**src/hw/rtl/cfm_pkg.sv**
```systemverilog
// ----------------------------------------------------------------------------
// cfm_pkg: shared types and constants of the channel fold mixer
// Channel counts, word widths, the divider handshake structs and helpers.
// ----------------------------------------------------------------------------
package cfm_pkg;

   localparam int MAX_CH   = 16;
   localparam int CH_W     = (MAX_CH > 1) ? $clog2(MAX_CH) : 1;
   localparam int CNT_W    = $clog2(MAX_CH + 1);
   localparam int SAMPLE_W = 24;
   localparam int ACC_W    = SAMPLE_W + CNT_W - 1;
   localparam int DIV_CNT_W = $clog2(ACC_W);
   localparam int REG_W    = 5;
   localparam int CSR_IDX_W = 2;

   localparam logic [CSR_IDX_W-1:0] CSR_IN_CHANNELS  = 2'd0;
   localparam logic [CSR_IDX_W-1:0] CSR_OUT_CHANNELS = 2'd1;
   localparam logic [CSR_IDX_W-1:0] CSR_NORMALIZE    = 2'd2;

   localparam logic signed [SAMPLE_W-1:0] SAMPLE_MAX = {1'b0, {(SAMPLE_W-1){1'b1}}};
   localparam logic signed [SAMPLE_W-1:0] SAMPLE_MIN = {1'b1, {(SAMPLE_W-1){1'b0}}};

   typedef struct packed {
      logic             start;
      logic [ACC_W-1:0] dividend;
      logic [CNT_W-1:0] divisor;
   } div_ctl_type;

   typedef struct packed {
      logic             busy;
      logic             done;
      logic [ACC_W-1:0] quotient;
   } div_sts_type;

   // zero acts as one, anything above the channel limit acts as the limit
   function automatic logic [CNT_W-1:0] clamp_count(input logic [REG_W-1:0] v);
      logic [CNT_W-1:0] r;
      if (v == '0) begin
         r = CNT_W'(1);
      end else if (32'(v) > MAX_CH) begin
         r = CNT_W'(MAX_CH);
      end else begin
         r = CNT_W'(v);
      end
      return r;
   endfunction

   // pos mod n by restoring subtraction, one quotient bit per step
   function automatic logic [CH_W-1:0] fold_slot(input logic [CH_W-1:0] pos,
                                                 input logic [CNT_W-1:0] n);
      logic [CH_W+CNT_W-1:0] rem;
      logic [CH_W+CNT_W-1:0] sub;
      rem = (CH_W+CNT_W)'(pos);
      for (int j = CH_W - 1; j >= 0; j--) begin
         sub = (CH_W+CNT_W)'(n) << j;
         if (rem >= sub) begin
            rem = rem - sub;
         end
      end
      return rem[CH_W-1:0];
   endfunction

endpackage

```
**src/hw/rtl/cfm_if.sv**
```systemverilog
// ----------------------------------------------------------------------------
// cfm_if: word channels of the channel fold mixer
// Input sample channel, result channel and register write channel.
// ----------------------------------------------------------------------------
interface cfm_req_if;
   import cfm_pkg::*;
   logic                       valid;
   logic                       ready;
   logic signed [SAMPLE_W-1:0] sample;
   modport source (output valid, output sample, input ready);
   modport sink   (input valid, input sample, output ready);
endinterface

interface cfm_rsp_if;
   import cfm_pkg::*;
   logic                       valid;
   logic                       ready;
   logic signed [SAMPLE_W-1:0] out_sample;
   logic [CH_W-1:0]            out_channel;
   logic                       last_of_frame;
   modport source (output valid, output out_sample, output out_channel,
                   output last_of_frame, input ready);
   modport sink   (input valid, input out_sample, input out_channel,
                   input last_of_frame, output ready);
endinterface

interface cfm_csr_if;
   import cfm_pkg::*;
   logic                 valid;
   logic                 ready;
   logic [CSR_IDX_W-1:0] index;
   logic [REG_W-1:0]     data;
   modport source (output valid, output index, output data, input ready);
   modport sink   (input valid, input index, input data, output ready);
endinterface

```
**src/hw/rtl/cfm_div.sv**
```systemverilog
// ----------------------------------------------------------------------------
// cfm_div: iterative unsigned divider
// Restoring division, one quotient bit per cycle; done pulses one cycle.
// ----------------------------------------------------------------------------
module cfm_div (
   input  logic                 clock,
   input  logic                 reset,
   input  cfm_pkg::div_ctl_type ctl,
   output cfm_pkg::div_sts_type sts
);
   import cfm_pkg::*;

   logic                 busy_ff, busy_in;
   logic                 done_ff, done_in;
   logic [DIV_CNT_W-1:0] cnt_ff, cnt_in;
   logic [ACC_W-1:0]     quo_ff, quo_in;
   logic [CNT_W-1:0]     rem_ff, rem_in;
   logic [CNT_W-1:0]     dvs_ff, dvs_in;
   logic [CNT_W:0]       shifted;
   logic                 fits;

   assign shifted = {rem_ff, quo_ff[ACC_W-1]};
   assign fits    = shifted >= {1'b0, dvs_ff};

   always_comb begin
      busy_in = busy_ff;
      done_in = 1'b0;
      cnt_in  = cnt_ff;
      quo_in  = quo_ff;
      rem_in  = rem_ff;
      dvs_in  = dvs_ff;
      if (ctl.start) begin
         busy_in = 1'b1;
         cnt_in  = '0;
         quo_in  = ctl.dividend;
         rem_in  = '0;
         dvs_in  = ctl.divisor;
      end else if (busy_ff) begin
         // shift in the next dividend bit, subtract when the divisor fits
         if (fits) begin
            rem_in = CNT_W'(shifted - {1'b0, dvs_ff});
         end else begin
            rem_in = shifted[CNT_W-1:0];
         end
         quo_in = {quo_ff[ACC_W-2:0], fits};
         cnt_in = cnt_ff + DIV_CNT_W'(1);
         if (cnt_ff == DIV_CNT_W'(ACC_W - 1)) begin
            busy_in = 1'b0;
            done_in = 1'b1;
         end
      end
   end

   always_ff @(posedge clock) begin
      if (reset) begin
         busy_ff <= 1'b0;
         done_ff <= 1'b0;
      end else begin
         busy_ff <= busy_in;
         done_ff <= done_in;
      end
      cnt_ff <= cnt_in;
      quo_ff <= quo_in;
      rem_ff <= rem_in;
      dvs_ff <= dvs_in;
   end

   assign sts.busy     = busy_ff;
   assign sts.done     = done_ff;
   assign sts.quotient = quo_ff;

`ifndef SYNTH
   a_done_after_busy: assert property (@(posedge clock) disable iff (reset)
      done_ff |-> $past(busy_ff))
      else $error("divider done without a running division");
   a_busy_count: assert property (@(posedge clock) disable iff (reset)
      (busy_ff && !ctl.start && cnt_ff != DIV_CNT_W'(ACC_W - 1)) |=> busy_ff)
      else $error("divider stopped early");
   a_no_restart: assert property (@(posedge clock) disable iff (reset)
      busy_ff |-> !ctl.start)
      else $error("divider started while busy");
`endif

endmodule

```
**src/hw/rtl/channel_fold_mixer.sv**
```systemverilog
// An input word is taken while idle and accumulated in the next cycle, so a
//   new input word is taken only once the last one is added; the frame's
//   closing word first derives k on the shared divider when normalize is on,
//   then each output word is read, loaded, divided one bit per cycle and sent.
// Throughput is set by the single shared 28-bit restoring divider.
// Reset (synchronous, active high): registers 1/1/0, all accumulators read as zero.
// ----------------------------------------------------------------------------
// channel_fold_mixer: modulo channel down-mix
// Folds input channel i into accumulator i mod out_channels, then emits one
// saturated word per output channel, normalized when normalize is on, at the end of each frame.
// ----------------------------------------------------------------------------
module channel_fold_mixer (
   input logic      clock,
   input logic      reset,
   cfm_req_if.sink  req_bus,
   cfm_rsp_if.source rsp_bus,
   cfm_csr_if.sink  csr_bus
);
   import cfm_pkg::*;

   typedef enum logic [5:0] {
      ST_IDLE = 6'b000001,   // wait for an input word
      ST_ADD  = 6'b000010,   // add the word into its accumulator
      ST_KDIV = 6'b000100,   // derive k = ceil(in / out)
      ST_RD   = 6'b001000,   // read the accumulator of the current channel
      ST_LOAD = 6'b010000,   // start dividing its magnitude by k
      ST_DIV  = 6'b100000    // wait for the quotient, then send
   } state_type;

   state_type state_ff, state_in;

   // configuration registers
   logic [REG_W-1:0] in_ch_ff, in_ch_in;
   logic [REG_W-1:0] out_ch_ff, out_ch_in;
   logic             norm_ff, norm_in;
   logic [CNT_W-1:0] n_in, n_out;

   // frame tracking
   logic [CH_W-1:0]  pos_ff, pos_in;
   logic [CH_W-1:0]  slot_ff, slot_in;
   logic             last_ff, last_in;
   logic signed [SAMPLE_W-1:0] sample_ff, sample_in;
   logic [CH_W-1:0]  chan_ff, chan_in;
   logic [CNT_W-1:0] k_ff, k_in;
   logic             neg_ff, neg_in;
   logic             sending;

   // accumulator store with one registered read port; valid bits give zero
   logic signed [ACC_W-1:0] acc_mem [MAX_CH];
   logic [MAX_CH-1:0]       vld_ff, vld_in;
   logic signed [ACC_W-1:0] rd_data_ff;
   logic                    rd_vld_ff;
   logic [CH_W-1:0]         rd_addr;
   logic                    wr_en;
   logic signed [ACC_W-1:0] wr_data;
   logic signed [ACC_W-1:0] acc_val;
   logic [ACC_W-1:0]        acc_mag;

   // result register
   logic                       rsp_valid_ff, rsp_valid_in;
   logic signed [SAMPLE_W-1:0] rsp_sample_ff, rsp_sample_in;
   logic [CH_W-1:0]            rsp_chan_ff, rsp_chan_in;
   logic                       rsp_last_ff, rsp_last_in;
   logic                       rsp_free;
   logic signed [ACC_W:0]      quo_signed;
   logic                       chan_last;

   div_ctl_type div_ctl;
   div_sts_type div_sts;

   cfm_div u_div (
      .clock (clock),
      .reset (reset),
      .ctl   (div_ctl),
      .sts   (div_sts)
   );

   assign n_in  = clamp_count(in_ch_ff);
   assign n_out = clamp_count(out_ch_ff);

   // register writes are always taken; an unknown index is dropped
   assign csr_bus.ready = 1'b1;

   always_comb begin
      in_ch_in  = in_ch_ff;
      out_ch_in = out_ch_ff;
      norm_in   = norm_ff;
      if (csr_bus.valid) begin
         case (csr_bus.index)
            CSR_IN_CHANNELS:  in_ch_in  = csr_bus.data;
            CSR_OUT_CHANNELS: out_ch_in = csr_bus.data;
            CSR_NORMALIZE:    norm_in   = csr_bus.data[0];
            default:          ;
         endcase
      end
   end

   assign req_bus.ready = (state_ff == ST_IDLE);

   // read the folding slot while idle, the output channel in ST_RD
   assign rd_addr = (state_ff == ST_RD) ? chan_ff : fold_slot(pos_ff, n_out);

   assign acc_val   = rd_vld_ff ? rd_data_ff : '0;
   assign acc_mag   = acc_val[ACC_W-1] ? ACC_W'(-acc_val) : ACC_W'(acc_val);
   assign wr_data   = acc_val + ACC_W'(sample_ff);
   assign chan_last = ({1'b0, chan_ff} == CNT_W'(n_out - CNT_W'(1)));
   assign rsp_free  = !rsp_valid_ff || rsp_bus.ready;

   // apply the sign of the sum to the truncated quotient, then clip to 24 bits
   assign quo_signed = neg_ff ? -$signed({1'b0, div_sts.quotient})
                              :  $signed({1'b0, div_sts.quotient});

   always_comb begin
      state_in   = state_ff;
      pos_in     = pos_ff;
      slot_in    = slot_ff;
      last_in    = last_ff;
      sample_in  = sample_ff;
      chan_in    = chan_ff;
      k_in       = k_ff;
      neg_in     = neg_ff;
      vld_in     = vld_ff;
      wr_en      = 1'b0;
      sending    = 1'b0;
      div_ctl    = '0;

      case (state_ff)
         ST_IDLE: begin
            if (req_bus.valid) begin
               sample_in = req_bus.sample;
               slot_in   = rd_addr;
               last_in   = ({1'b0, pos_ff} + CNT_W'(1)) >= n_in;
               pos_in    = pos_ff + CH_W'(1);
               state_in  = ST_ADD;
            end
         end
         ST_ADD: begin
            wr_en           = 1'b1;
            vld_in[slot_ff] = 1'b1;
            chan_in         = '0;
            if (!last_ff) begin
               state_in = ST_IDLE;
            end else if (norm_ff) begin
               // k = (in + out - 1) / out on the shared divider
               div_ctl.start    = 1'b1;
               div_ctl.dividend = ACC_W'({1'b0, n_in} + {1'b0, n_out} - (CNT_W+1)'(1));
               div_ctl.divisor  = n_out;
               state_in         = ST_KDIV;
            end else begin
               k_in     = CNT_W'(1);
               state_in = ST_RD;
            end
         end
         ST_KDIV: begin
            if (div_sts.done) begin
               k_in     = div_sts.quotient[CNT_W-1:0];
               state_in = ST_RD;
            end
         end
         ST_RD: begin
            state_in = ST_LOAD;
         end
         ST_LOAD: begin
            neg_in           = acc_val[ACC_W-1];
            div_ctl.start    = 1'b1;
            div_ctl.dividend = acc_mag;
            div_ctl.divisor  = k_ff;
            state_in         = ST_DIV;
         end
         ST_DIV: begin
            // hold the quotient until the result register frees up
            if ((div_sts.done || !div_sts.busy) && rsp_free) begin
               sending = 1'b1;
               if (chan_last) begin
                  vld_in   = '0;
                  pos_in   = '0;
                  state_in = ST_IDLE;
               end else begin
                  chan_in  = chan_ff + CH_W'(1);
                  state_in = ST_RD;
               end
            end
         end
         default: begin
            state_in = ST_IDLE;
         end
      endcase
   end

   always_comb begin
      rsp_valid_in  = rsp_valid_ff && !rsp_bus.ready;
      rsp_sample_in = rsp_sample_ff;
      rsp_chan_in   = rsp_chan_ff;
      rsp_last_in   = rsp_last_ff;
      if (sending) begin
         rsp_valid_in = 1'b1;
         rsp_chan_in  = chan_ff;
         rsp_last_in  = chan_last;
         if (quo_signed > (ACC_W+1)'(SAMPLE_MAX)) begin
            rsp_sample_in = SAMPLE_MAX;
         end else if (quo_signed < (ACC_W+1)'(SAMPLE_MIN)) begin
            rsp_sample_in = SAMPLE_MIN;
         end else begin
            rsp_sample_in = quo_signed[SAMPLE_W-1:0];
         end
      end
   end

   always_ff @(posedge clock) begin
      if (reset) begin
         state_ff     <= ST_IDLE;
         in_ch_ff     <= REG_W'(1);
         out_ch_ff    <= REG_W'(1);
         norm_ff      <= 1'b0;
         pos_ff       <= '0;
         vld_ff       <= '0;
         rsp_valid_ff <= 1'b0;
      end else begin
         state_ff     <= state_in;
         in_ch_ff     <= in_ch_in;
         out_ch_ff    <= out_ch_in;
         norm_ff      <= norm_in;
         pos_ff       <= pos_in;
         vld_ff       <= vld_in;
         rsp_valid_ff <= rsp_valid_in;
      end
      slot_ff       <= slot_in;
      last_ff       <= last_in;
      sample_ff     <= sample_in;
      chan_ff       <= chan_in;
      k_ff          <= k_in;
      neg_ff        <= neg_in;
      rsp_sample_ff <= rsp_sample_in;
      rsp_chan_ff   <= rsp_chan_in;
      rsp_last_ff   <= rsp_last_in;
   end

   // accumulator memory: one write, one registered read per cycle
   always_ff @(posedge clock) begin
      if (wr_en) begin
         acc_mem[slot_ff] <= wr_data;
      end
      rd_data_ff <= acc_mem[rd_addr];
      rd_vld_ff  <= vld_ff[rd_addr];
   end

   assign rsp_bus.valid         = rsp_valid_ff;
   assign rsp_bus.out_sample    = rsp_sample_ff;
   assign rsp_bus.out_channel   = rsp_chan_ff;
   assign rsp_bus.last_of_frame = rsp_last_ff;

`ifndef SYNTH
   a_state_onehot: assert property (@(posedge clock) disable iff (reset)
      $onehot(state_ff))
      else $error("state register not one-hot");
   a_frame_end_clears: assert property (@(posedge clock) disable iff (reset)
      (sending && chan_last) |=> (pos_ff == '0 && vld_ff == '0))
      else $error("frame end did not clear the accumulators");
   a_send_needs_quotient: assert property (@(posedge clock) disable iff (reset)
      sending |-> !div_sts.busy)
      else $error("result sent while division still running");
   a_last_channel: assert property (@(posedge clock) disable iff (reset)
      (sending && chan_last) |=> (rsp_bus.valid && rsp_bus.last_of_frame))
      else $error("last channel not flagged");
`endif

endmodule

```
**src/flat_wrapper.sv**
```systemverilog
// flat-port wrapper written by rule: the top's interface ports become plain ports
module channel_fold_mixer_flat import cfm_pkg::*;
  (clock, reset, req_bus_valid, req_bus_sample, req_bus_ready, rsp_bus_valid, rsp_bus_out_sample, rsp_bus_out_channel, rsp_bus_last_of_frame, rsp_bus_ready, csr_bus_valid, csr_bus_index, csr_bus_data, csr_bus_ready);
  cfm_req_if req_bus_i ();
  cfm_rsp_if rsp_bus_i ();
  cfm_csr_if csr_bus_i ();
  input logic clock;
  input logic reset;
  input wire logic [$bits(req_bus_i.valid)-1:0] req_bus_valid;
  input wire logic [$bits(req_bus_i.sample)-1:0] req_bus_sample;
  output wire logic [$bits(req_bus_i.ready)-1:0] req_bus_ready;
  output wire logic [$bits(rsp_bus_i.valid)-1:0] rsp_bus_valid;
  output wire logic [$bits(rsp_bus_i.out_sample)-1:0] rsp_bus_out_sample;
  output wire logic [$bits(rsp_bus_i.out_channel)-1:0] rsp_bus_out_channel;
  output wire logic [$bits(rsp_bus_i.last_of_frame)-1:0] rsp_bus_last_of_frame;
  input wire logic [$bits(rsp_bus_i.ready)-1:0] rsp_bus_ready;
  input wire logic [$bits(csr_bus_i.valid)-1:0] csr_bus_valid;
  input wire logic [$bits(csr_bus_i.index)-1:0] csr_bus_index;
  input wire logic [$bits(csr_bus_i.data)-1:0] csr_bus_data;
  output wire logic [$bits(csr_bus_i.ready)-1:0] csr_bus_ready;
  assign req_bus_i.valid = req_bus_valid;
  assign req_bus_i.sample = req_bus_sample;
  assign req_bus_ready = req_bus_i.ready;
  assign rsp_bus_valid = rsp_bus_i.valid;
  assign rsp_bus_out_sample = rsp_bus_i.out_sample;
  assign rsp_bus_out_channel = rsp_bus_i.out_channel;
  assign rsp_bus_last_of_frame = rsp_bus_i.last_of_frame;
  assign rsp_bus_i.ready = rsp_bus_ready;
  assign csr_bus_i.valid = csr_bus_valid;
  assign csr_bus_i.index = csr_bus_index;
  assign csr_bus_i.data = csr_bus_data;
  assign csr_bus_ready = csr_bus_i.ready;
  channel_fold_mixer u_core (.clock(clock), .reset(reset), .req_bus(req_bus_i), .rsp_bus(rsp_bus_i), .csr_bus(csr_bus_i));
endmodule
```
**config.mk**
```make
export PLATFORM = sky130hd
export DESIGN_NAME = channel_fold_mixer_flat
export DESIGN_NICKNAME = d
export VERILOG_FILES = /design/src/hw/rtl/cfm_pkg.sv /design/src/hw/rtl/cfm_if.sv /design/src/hw/rtl/cfm_div.sv /design/src/hw/rtl/channel_fold_mixer.sv /design/src/flat_wrapper.sv
export SDC_FILE = /design/constraint.sdc
export NUM_CORES = 1
export LEC_CHECK = 0
export BUFFER_PORTS_ARGS = -buffer_cell sky130_fd_sc_hd__buf_2
export CORE_ASPECT_RATIO = 0.5
export CORE_MARGIN = 3
export CORE_UTILIZATION = 44
export DETAILED_ROUTE_END_ITERATION = 10
export PLACE_DENSITY = 0.65
export SETUP_SLACK_MARGIN = 0.5
export SYNTH_ARGS = -nofsm -noshare
export SYNTH_HDL_FRONTEND = slang
export SYNTH_HIERARCHICAL = 1
export SYNTH_SLANG_ARGS = --single-unit
```
**constraint.sdc**
```tcl
create_clock -name clock -period 11.4 [get_ports clock]
set_input_delay 1.71 -clock clock [delete_from_list [all_inputs] [get_ports clock]]
set_output_delay 1.71 -clock clock [all_outputs]
set_load 0.05 [all_outputs]
```
==> results of run 1 <==
final cells by class:
cell class	instances	area, sq um
clock buffers	73	1520
clock inverters	32	325
fillers	5109	30700
inverters	68	255
multi-input cells	1096	9440
flip-flops and latches	628	18100
well taps	825	1030
repair buffers	104	691
cell usage after synthesis, types with 11 or more instances:
| master | n |
|---|---|
| a21o_1 | 15 |
| a21oi_1 | 63 |
| a22oi_1 | 59 |
| a31oi_1 | 13 |
| and2_1 | 31 |
| buf_2 | 16 |
| buf_4 | 13 |
| clkbuf_1 | 33 |
| dfxtp_1 | 79 |
| edfxtp_1 | 549 |
| ha_1 | 66 |
| inv_1 | 65 |
| mux2_2 | 27 |
| mux2i_1 | 12 |
| mux4_2 | 116 |
| nand2_1 | 117 |
| nand2b_1 | 15 |
| nand3_1 | 28 |
| nor2_1 | 118 |
| nor2b_1 | 16 |
| nor3_1 | 25 |
| o21a_1 | 18 |
| o21ai_0 | 97 |
| o31ai_1 | 13 |
| or2_2 | 16 |
| or3_1 | 11 |
| xnor2_1 | 37 |
| xor2_1 | 53 |
where the power goes:
part	internal [mW]	leakage [nW]	switching, mW	total [mW]
sequential	2.70	5.59	0.127	2.83
clock	1.02	0.882	0.853	1.88
combinational	1.45	4.32	1.87	3.32
total	5.17	10.8	2.85	8.02
registers in the layout (all words and copies together) (netlist names), 4 cells and up:
register                    count
u_core/sample_ff               24
u_core/k_ff                     5
u_core/u_div/quo_ff            28
u_core/chan_ff                  4
u_core/vld_ff                  16
u_core/pos_ff                   4
u_core/out_ch_ff                5
u_core/rd_data_ff              28
u_core/in_ch_ff                 5
u_core/u_div/cnt_ff             5
u_core/rsp_bus.out_sample      24
u_core/slot_ff                  4
u_core/state_ff                 6
u_core/u_div/rem_ff             5
u_core/acc_mem                448
u_core/rsp_bus.out_channel      4
u_core/u_div/dvs_ff             5
metal layers:
layer | vias up | track usage (%) | share of wire [%]
met4 | 0 | 4.23 | 1.9
met5 | - | 0 | 0
met2 | 674 | 32.2 | 47
met3 | 112 | 3.06 | 7.8
li1 | 7420 | - | -
met1 | 8456 | 29.3 | 44
per-stage QoR:
| step | area [sq um] | utilization (%) |
|---|---|---|
| 2_1_floorplan | 28000 | - |
| 3_3_place_gp | 29500 | 47.5 |
| 3_5_place_dp | 29500 | 47.5 |
| 4_1_cts | 31300 | 50.5 |
| 5_1_grt | 31300 | 50.5 |
| 6_report | 31300 | 50.5 |
worst max path at each step:
stage	startpoint	endpoint	slack, ns	cells after the start
3_5_place_dp	u_core/out_ch_ff[4]$_SDFFE_PP0P_	u_core/rd_data_ff[13]$_DFF_P_	1.47	36
4_1_cts	u_core/out_ch_ff[4]$_SDFFE_PP0P_	u_core/rd_data_ff[13]$_DFF_P_	1.49	36
6_report	u_core/out_ch_ff[4]$_SDFFE_PP0P_	u_core/rd_data_ff[24]$_DFF_P_	1.39	36
2_1_floorplan	u_core/out_ch_ff[4]$_SDFFE_PP0P_	u_core/rd_data_ff[19]$_DFF_P_	3.20	43
5_1_grt	u_core/out_ch_ff[4]$_SDFFE_PP0P_	u_core/rd_data_ff[25]$_DFF_P_	0.55	36
3_3_place_gp	u_core/out_ch_ff[4]$_SDFFE_PP0P_	u_core/rd_data_ff[16]$_DFF_P_	1.83	36
worst max-delay path, delay by kind of cell, from the launching register on:
kind | cells | cell delay (ns)
multiplexers | 1 | 0.35
AND/OR/NAND/NOR | 15 | 3.78
AO/OA/AOI/OAI | 13 | 3.10
flip-flops | 1 | 0.55
adder cells (fa/ha/maj) | 4 | 1.24
buffers and inverters | 3 | 0.94
kinds of logic after synthesis:
kind of cell / count (synthesis) / share of synthesized area (%)
buffers and inverters: 147 / 2.56
adder cells (fa/ha/maj): 72 / 3.37
XOR/XNOR: 90 / 2.81
other: 1 / 0.0134
AND/OR/NAND/NOR: 425 / 7.40
AO/OA/AOI/OAI: 352 / 8.52
flip-flops: 628 / 64.4
multiplexers: 156 / 10.9
==> impl_metrics.tcl, run 1 <==
set metrics [dict create \
    critPathMaxFanout 16 \
    setup_tns_ns 0 \
    setup_ws_ns 1.39 \
    clock_sinks 628 \
    hold_class "reg -> reg" \
    firstDrtPassIters 7 \
    synth.distinct_cells 91 \
    worstPathArrival_ns 10.54 \
    io_buffers 66 \
    die_y_um 184 \
    leakage_nw 10.8 \
    fin_crit_ns 10.01 \
    r2r-start "u_core/out_ch_ff[4]$_SDFFE_PP0P_" \
    via_per_inst 5.90 \
    hold_buffers 0 \
    required_ns 11.92 \
    final_nets 2062 \
    ant_nets 0 \
    synth.area.top_cells "edfxtp_1 59%, mux4_2 9.3%, dfxtp_1 5.6%" \
    clkLatencyLatePin_ns 0.63 \
    grt_overflow 0 \
    post-cts-setup-buffers 0 \
    hpwl_mm 40.8 \
    final.setup_skew_ns 0.0634 \
    cts_resized 0 \
    numCtsBuffers 56 \
    area_delta_synth_final_pct 11.7 \
    ir_worst_vdd_uv 299 \
    slowest_stage "nor2b_4" \
    worst_setup_path_end_kind "register" \
    antenna_found_initial 0 \
    cp-start-kind "register" \
    hold_viol_final 0 \
    slew_headroom_pct 10.6 \
    ys_warn_count 6 \
    synth_top_area_cell "edfxtp_1" \
    synthArstFlopShare_pct 0 \
    grt_max_degree 46 \
    syn_inst 1871 \
    final_common_cell "edfxtp_1" \
    core_area_sq_um 62100 \
    syn_avg_cell_area_sq_um 15.0 \
    pre_cts_ws_ns 1.47 \
    die_x_um 363 \
    hold_path_end "u_core/vld_ff[15]$_SDFFE_PP0P_" \
    p_total_mw 8.02 \
    cts_tree "yes" \
    antenna_cells 0 \
    routed_wl_mm 67.4 \
    start_util_pct 45.2 \
    hold_depth 1 \
    status "finished clean" \
    dieArea_sq_um 67000 \
    fin_hold_ws_ns 0.462 \
    tightest_slew_ns 1.33 \
    cts_buffer_depth 3 \
    period_share_pct 87.8 \
    stdcell_count 2826 \
    yosysTopAreaCellShare_pct 58.8 \
    first_iter_violations 2038 \
    io_pins 68 \
    power_density_nw_per_um2 256 \
    final_max_slew_viol_count 0 \
    final_cell_mix "549 x edfxtp_1, 117 x nand2_1, 116 x mux4_2" \
    drc 0 \
    wire_per_inst_um 23.9 \
    rrSetupSlack_ns 1.39 \
    critPathKind "reg -> reg" \
    slowest_delay_ns 0.75 \
    final_layout_size_suffix_gt1_share_pct 19.8 \
    reg2reg_to "u_core/rd_data_ff[24]$_DFF_P_" \
    setup_viol 0 \
    max_freq_ghz 0.0999 \
    timing.critical_path.mode_cell "ha_1" \
    h-tree-depth 2 \
    placedCellCount 2721 \
    rr_worst_depth 36 \
    ys.flop_type "edfxtp_1" \
    track_usage_pct 20.1 \
    synth.net_count 1979 \
    synth_edf_count 549 \
    vias 16700 \
    grt_pass1_vias 16100 \
    cts_root_buf "clkbuf_16" \
    gp_congestion 0.867 \
    clk_pin_slew_worst_paths_ns 0.06 \
    grt_pass1_wl_mm 101 \
    grt_setup_unrepaired "no" \
    netlist_area_sq_um 28000 \
    ys_ff_latch 628 \
    maxCapViolations 0 \
    ys_seq_area_share_pct 64.4 \
    min_from "u_core/vld_ff[15]$_SDFFE_PP0P_" \
    rows 64 \
]
Note: power is estimated with default switching activity, not from simulation.
==> run 2: changes to the inputs <==
--- a/config.mk
+++ b/config.mk
@@ -5,6 +5,7 @@
 export SDC_FILE = /design/constraint.sdc
 export NUM_CORES = 1
 export LEC_CHECK = 0
+export ABC_AREA = 1
 export BUFFER_PORTS_ARGS = -buffer_cell sky130_fd_sc_hd__buf_2
 export CORE_ASPECT_RATIO = 0.5
 export CORE_MARGIN = 3
==> run 2 against run 1 <==
Flip-flop and latch count unchanged. Sequential share of layout area fell by 4.4 points. Synthesized area rose by 11%. Critical endpoint is now u_core/rd_data_ff[12]$_DFF_P_.
==> impl_metrics.tcl, run 2 <==
set metrics [dict create \
    start_util_pct 44.7 \
    status "finished clean" \
    hold_class "reg -> reg" \
    final_nets 3312 \
    numCtsBuffers 58 \
    rows 68 \
    hold_path_end "u_core/u_div/rem_ff[4]$_SDFFE_PP0P_" \
    via_per_inst 5.34 \
    tightest_slew_ns 1.31 \
    regArea_sq_um 18100 \
    vias 22400 \
    grt_pass1_wl_mm 123 \
    multi_input_area_sq_um 10200 \
    synth_top_area_cell "edfxtp_1" \
    grt_overflow 0 \
    hold_depth 2 \
    grt_setup_unrepaired "no" \
    slew_headroom_pct 11.8 \
    wl_met1_mm 35.8 \
    synth.distinct_cells 62 \
    max_freq_ghz 0.111 \
    yosys-top-cells-count "606 x nand3_1, 557 x nand2_1, 549 x edfxtp_1, 524 x inv_1, 114 x nand3b_1" \
    area_delta_synth_final_pct 9.26 \
    post-cts-setup-buffers 0 \
    first_iter_violations 2257 \
    ys_seq_area_share_pct 58.2 \
    netlist_area_sq_um 31100 \
    setup_tns_ns 0 \
    routed-wl-met3_mm 6.57 \
    worstPathArrival_ns 9.58 \
    clkLatencyLatePin_ns 0.64 \
    final.setup_skew_ns 0.0264 \
    drc 0 \
    syn_avg_cell_area_sq_um 9.73 \
    io_pins 68 \
    r2r-start "u_core/out_ch_ff[4]$_SDFFE_PP0P_" \
    yosysMostFrequentCell "nand3_1" \
    top_register "u_core/acc_mem" \
    final_max_slew_viol_count 0 \
    synth_edf_count 549 \
    wire_per_inst_um 19.0 \
    synth.area.top_cells "edfxtp_1 53%, nand3_1 9.8%, nand2_1 6.7%" \
    track_usage_pct 21.1 \
    fillers 6314 \
    timing.critical_path.mode_cell "nand3_1" \
    final_cell_mix "606 x nand3_1, 557 x nand2_1, 549 x edfxtp_1" \
    grt_max_degree 225 \
    reg2reg_to "u_core/rd_data_ff[12]$_DFF_P_" \
    met2_length_mm 35.5 \
    cts_root_buf "clkbuf_16" \
    hold_viol_final 0 \
    cts_resized 0 \
    rrSetupSlack_ns 2.39 \
    clock_sinks 628 \
    hold_buffers 0 \
    gp_congestion 0.889 \
    io_buffers 66 \
    setup_viol 0 \
    maxCapViolations 0 \
    synthArstFlopShare_pct 0 \
    dieArea_sq_um 74000 \
    critPathKind "reg -> reg" \
    synth.net_count 3302 \
    min_from "u_core/u_div/rem_ff[4]$_SDFFE_PP0P_" \
    slowest_stage "clkinv_2" \
    critPathMaxFanout 32 \
    firstDrtPassIters 6 \
    h-tree-depth 2 \
    cp-start-kind "register" \
    die_y_um 194 \
    hpwl_mm 44.9 \
    cts_tree "yes" \
    rr_worst_depth 47 \
    period_share_pct 79.0 \
    required_ns 11.97 \
    largest_reg_flops 448 \
    antenna_found_initial 0 \
    reg_top3 "u_core/acc_mem x448, u_core/rd_data_ff x28, u_core/u_div/quo_ff x28" \
    clk_pin_slew_worst_paths_ns 0.06 \
    syn_inst 3194 \
    ys.flop_type "edfxtp_1" \
    cts_buffer_depth 3 \
    final_common_cell "nand3_1" \
    highest_layer "met4" \
    yosysTopAreaCellShare_pct 53.1 \
    core_area_sq_um 69400 \
    worst_setup_path_end_kind "register" \
    routed_wl_mm 79.6 \
    die_x_um 382 \
    ant_nets 0 \
    ys_warn_count 6 \
    ys_ff_latch 628 \
    fin_crit_ns 9.01 \
    final_layout_size_suffix_gt1_share_pct 8.95 \
    antenna_cells 0 \
    grt_pass1_vias 21000 \
    slowest_delay_ns 0.65 \
]
## run 2: cell families (layout without fill, tap and decap cells)
| logic type | after synthesis | count (layout) | share of synthesized area (%) |
|---|---|---|---|
| XOR/XNOR | 67 | 67 | 1.89 |
| other | 1 | 1 | 0.0121 |
| adder cells (fa/ha/maj) | 72 | 72 | 3.04 |
| buffers and inverters | 694 | 753 | 9.53 |
| AND/OR/NAND/NOR | 1514 | 1514 | 23.4 |
| AO/OA/AOI/OAI | 218 | 218 | 3.95 |
| flip-flops | 628 | 628 | 58.2 |
## run 2: per-layer routing
layer	vias to the layer above	GRT usage [%]
li1	10700	-
met1	10700	30.7
met2	838	33.3
met3	120	3.31
met4	0	5.17
met5	-	0
## run 2: cell type report
class | count | share of cell area (%)
Tap cell | 945 | 3.48
Inverter | 540 | 6.00
Sequential cell | 628 | 53.2
Multi-Input combinational cell | 1872 | 30.0
Timing Repair Buffer | 104 | 1.89
Clock inverter | 29 | 0.634
Clock buffer | 80 | 4.76
## run 2: how the worst max path moves through the flow
stage	slack, ns	from	endpoint	cells past startpoint
after floorplan	4.92	u_core/out_ch_ff[4]$_SDFFE_PP0P_	u_core/rd_data_ff[21]$_DFF_P_	45
after global placement	3.04	u_core/out_ch_ff[4]$_SDFFE_PP0P_	u_core/rd_data_ff[23]$_DFF_P_	43
after detailed placement	2.63	u_core/out_ch_ff[4]$_SDFFE_PP0P_	u_core/rd_data_ff[12]$_DFF_P_	47
after CTS	2.54	u_core/out_ch_ff[4]$_SDFFE_PP0P_	u_core/rd_data_ff[12]$_DFF_P_	47
after global routing	1.62	u_core/out_ch_ff[4]$_SDFFE_PP0P_	u_core/rd_data_ff[20]$_DFF_P_	47
final	2.39	u_core/out_ch_ff[4]$_SDFFE_PP0P_	u_core/rd_data_ff[12]$_DFF_P_	47
## run 2: per-stage QoR
| step | area [sq um] | util (%) | std cells | hold slack [ns] | setup WS (ns) |
|---|---|---|---|---|---|
| after floorplan | 31100 | - | 3194 | 0.423 | 4.92 |
| after global placement | 32100 | 46.2 | 4089 | 0.444 | 3.04 |
| after detailed placement | 32100 | 46.2 | 4089 | 0.446 | 2.63 |
| after CTS | 33900 | 48.9 | 4198 | 0.457 | 2.54 |
| after global routing | 33900 | 48.9 | 4198 | 0.467 | 1.62 |
| final | 33900 | 48.9 | 4198 | 0.456 | 2.39 |
## run 2: worst max-delay path: cells and delay by family (launching register included)
kind / cells / cell delay (ns)
AOI/OAI and AO/OA: 14 / 2.58
DFF: 1 / 0.64
and+or+nand+nor: 19 / 2.08
adders and majority gates: 4 / 1.37
buffers and inverters: 10 / 2.20
Power of run 2 is not shown: default switching activity piles up to over one toggle a cycle in this logic, so the estimate is an artifact.
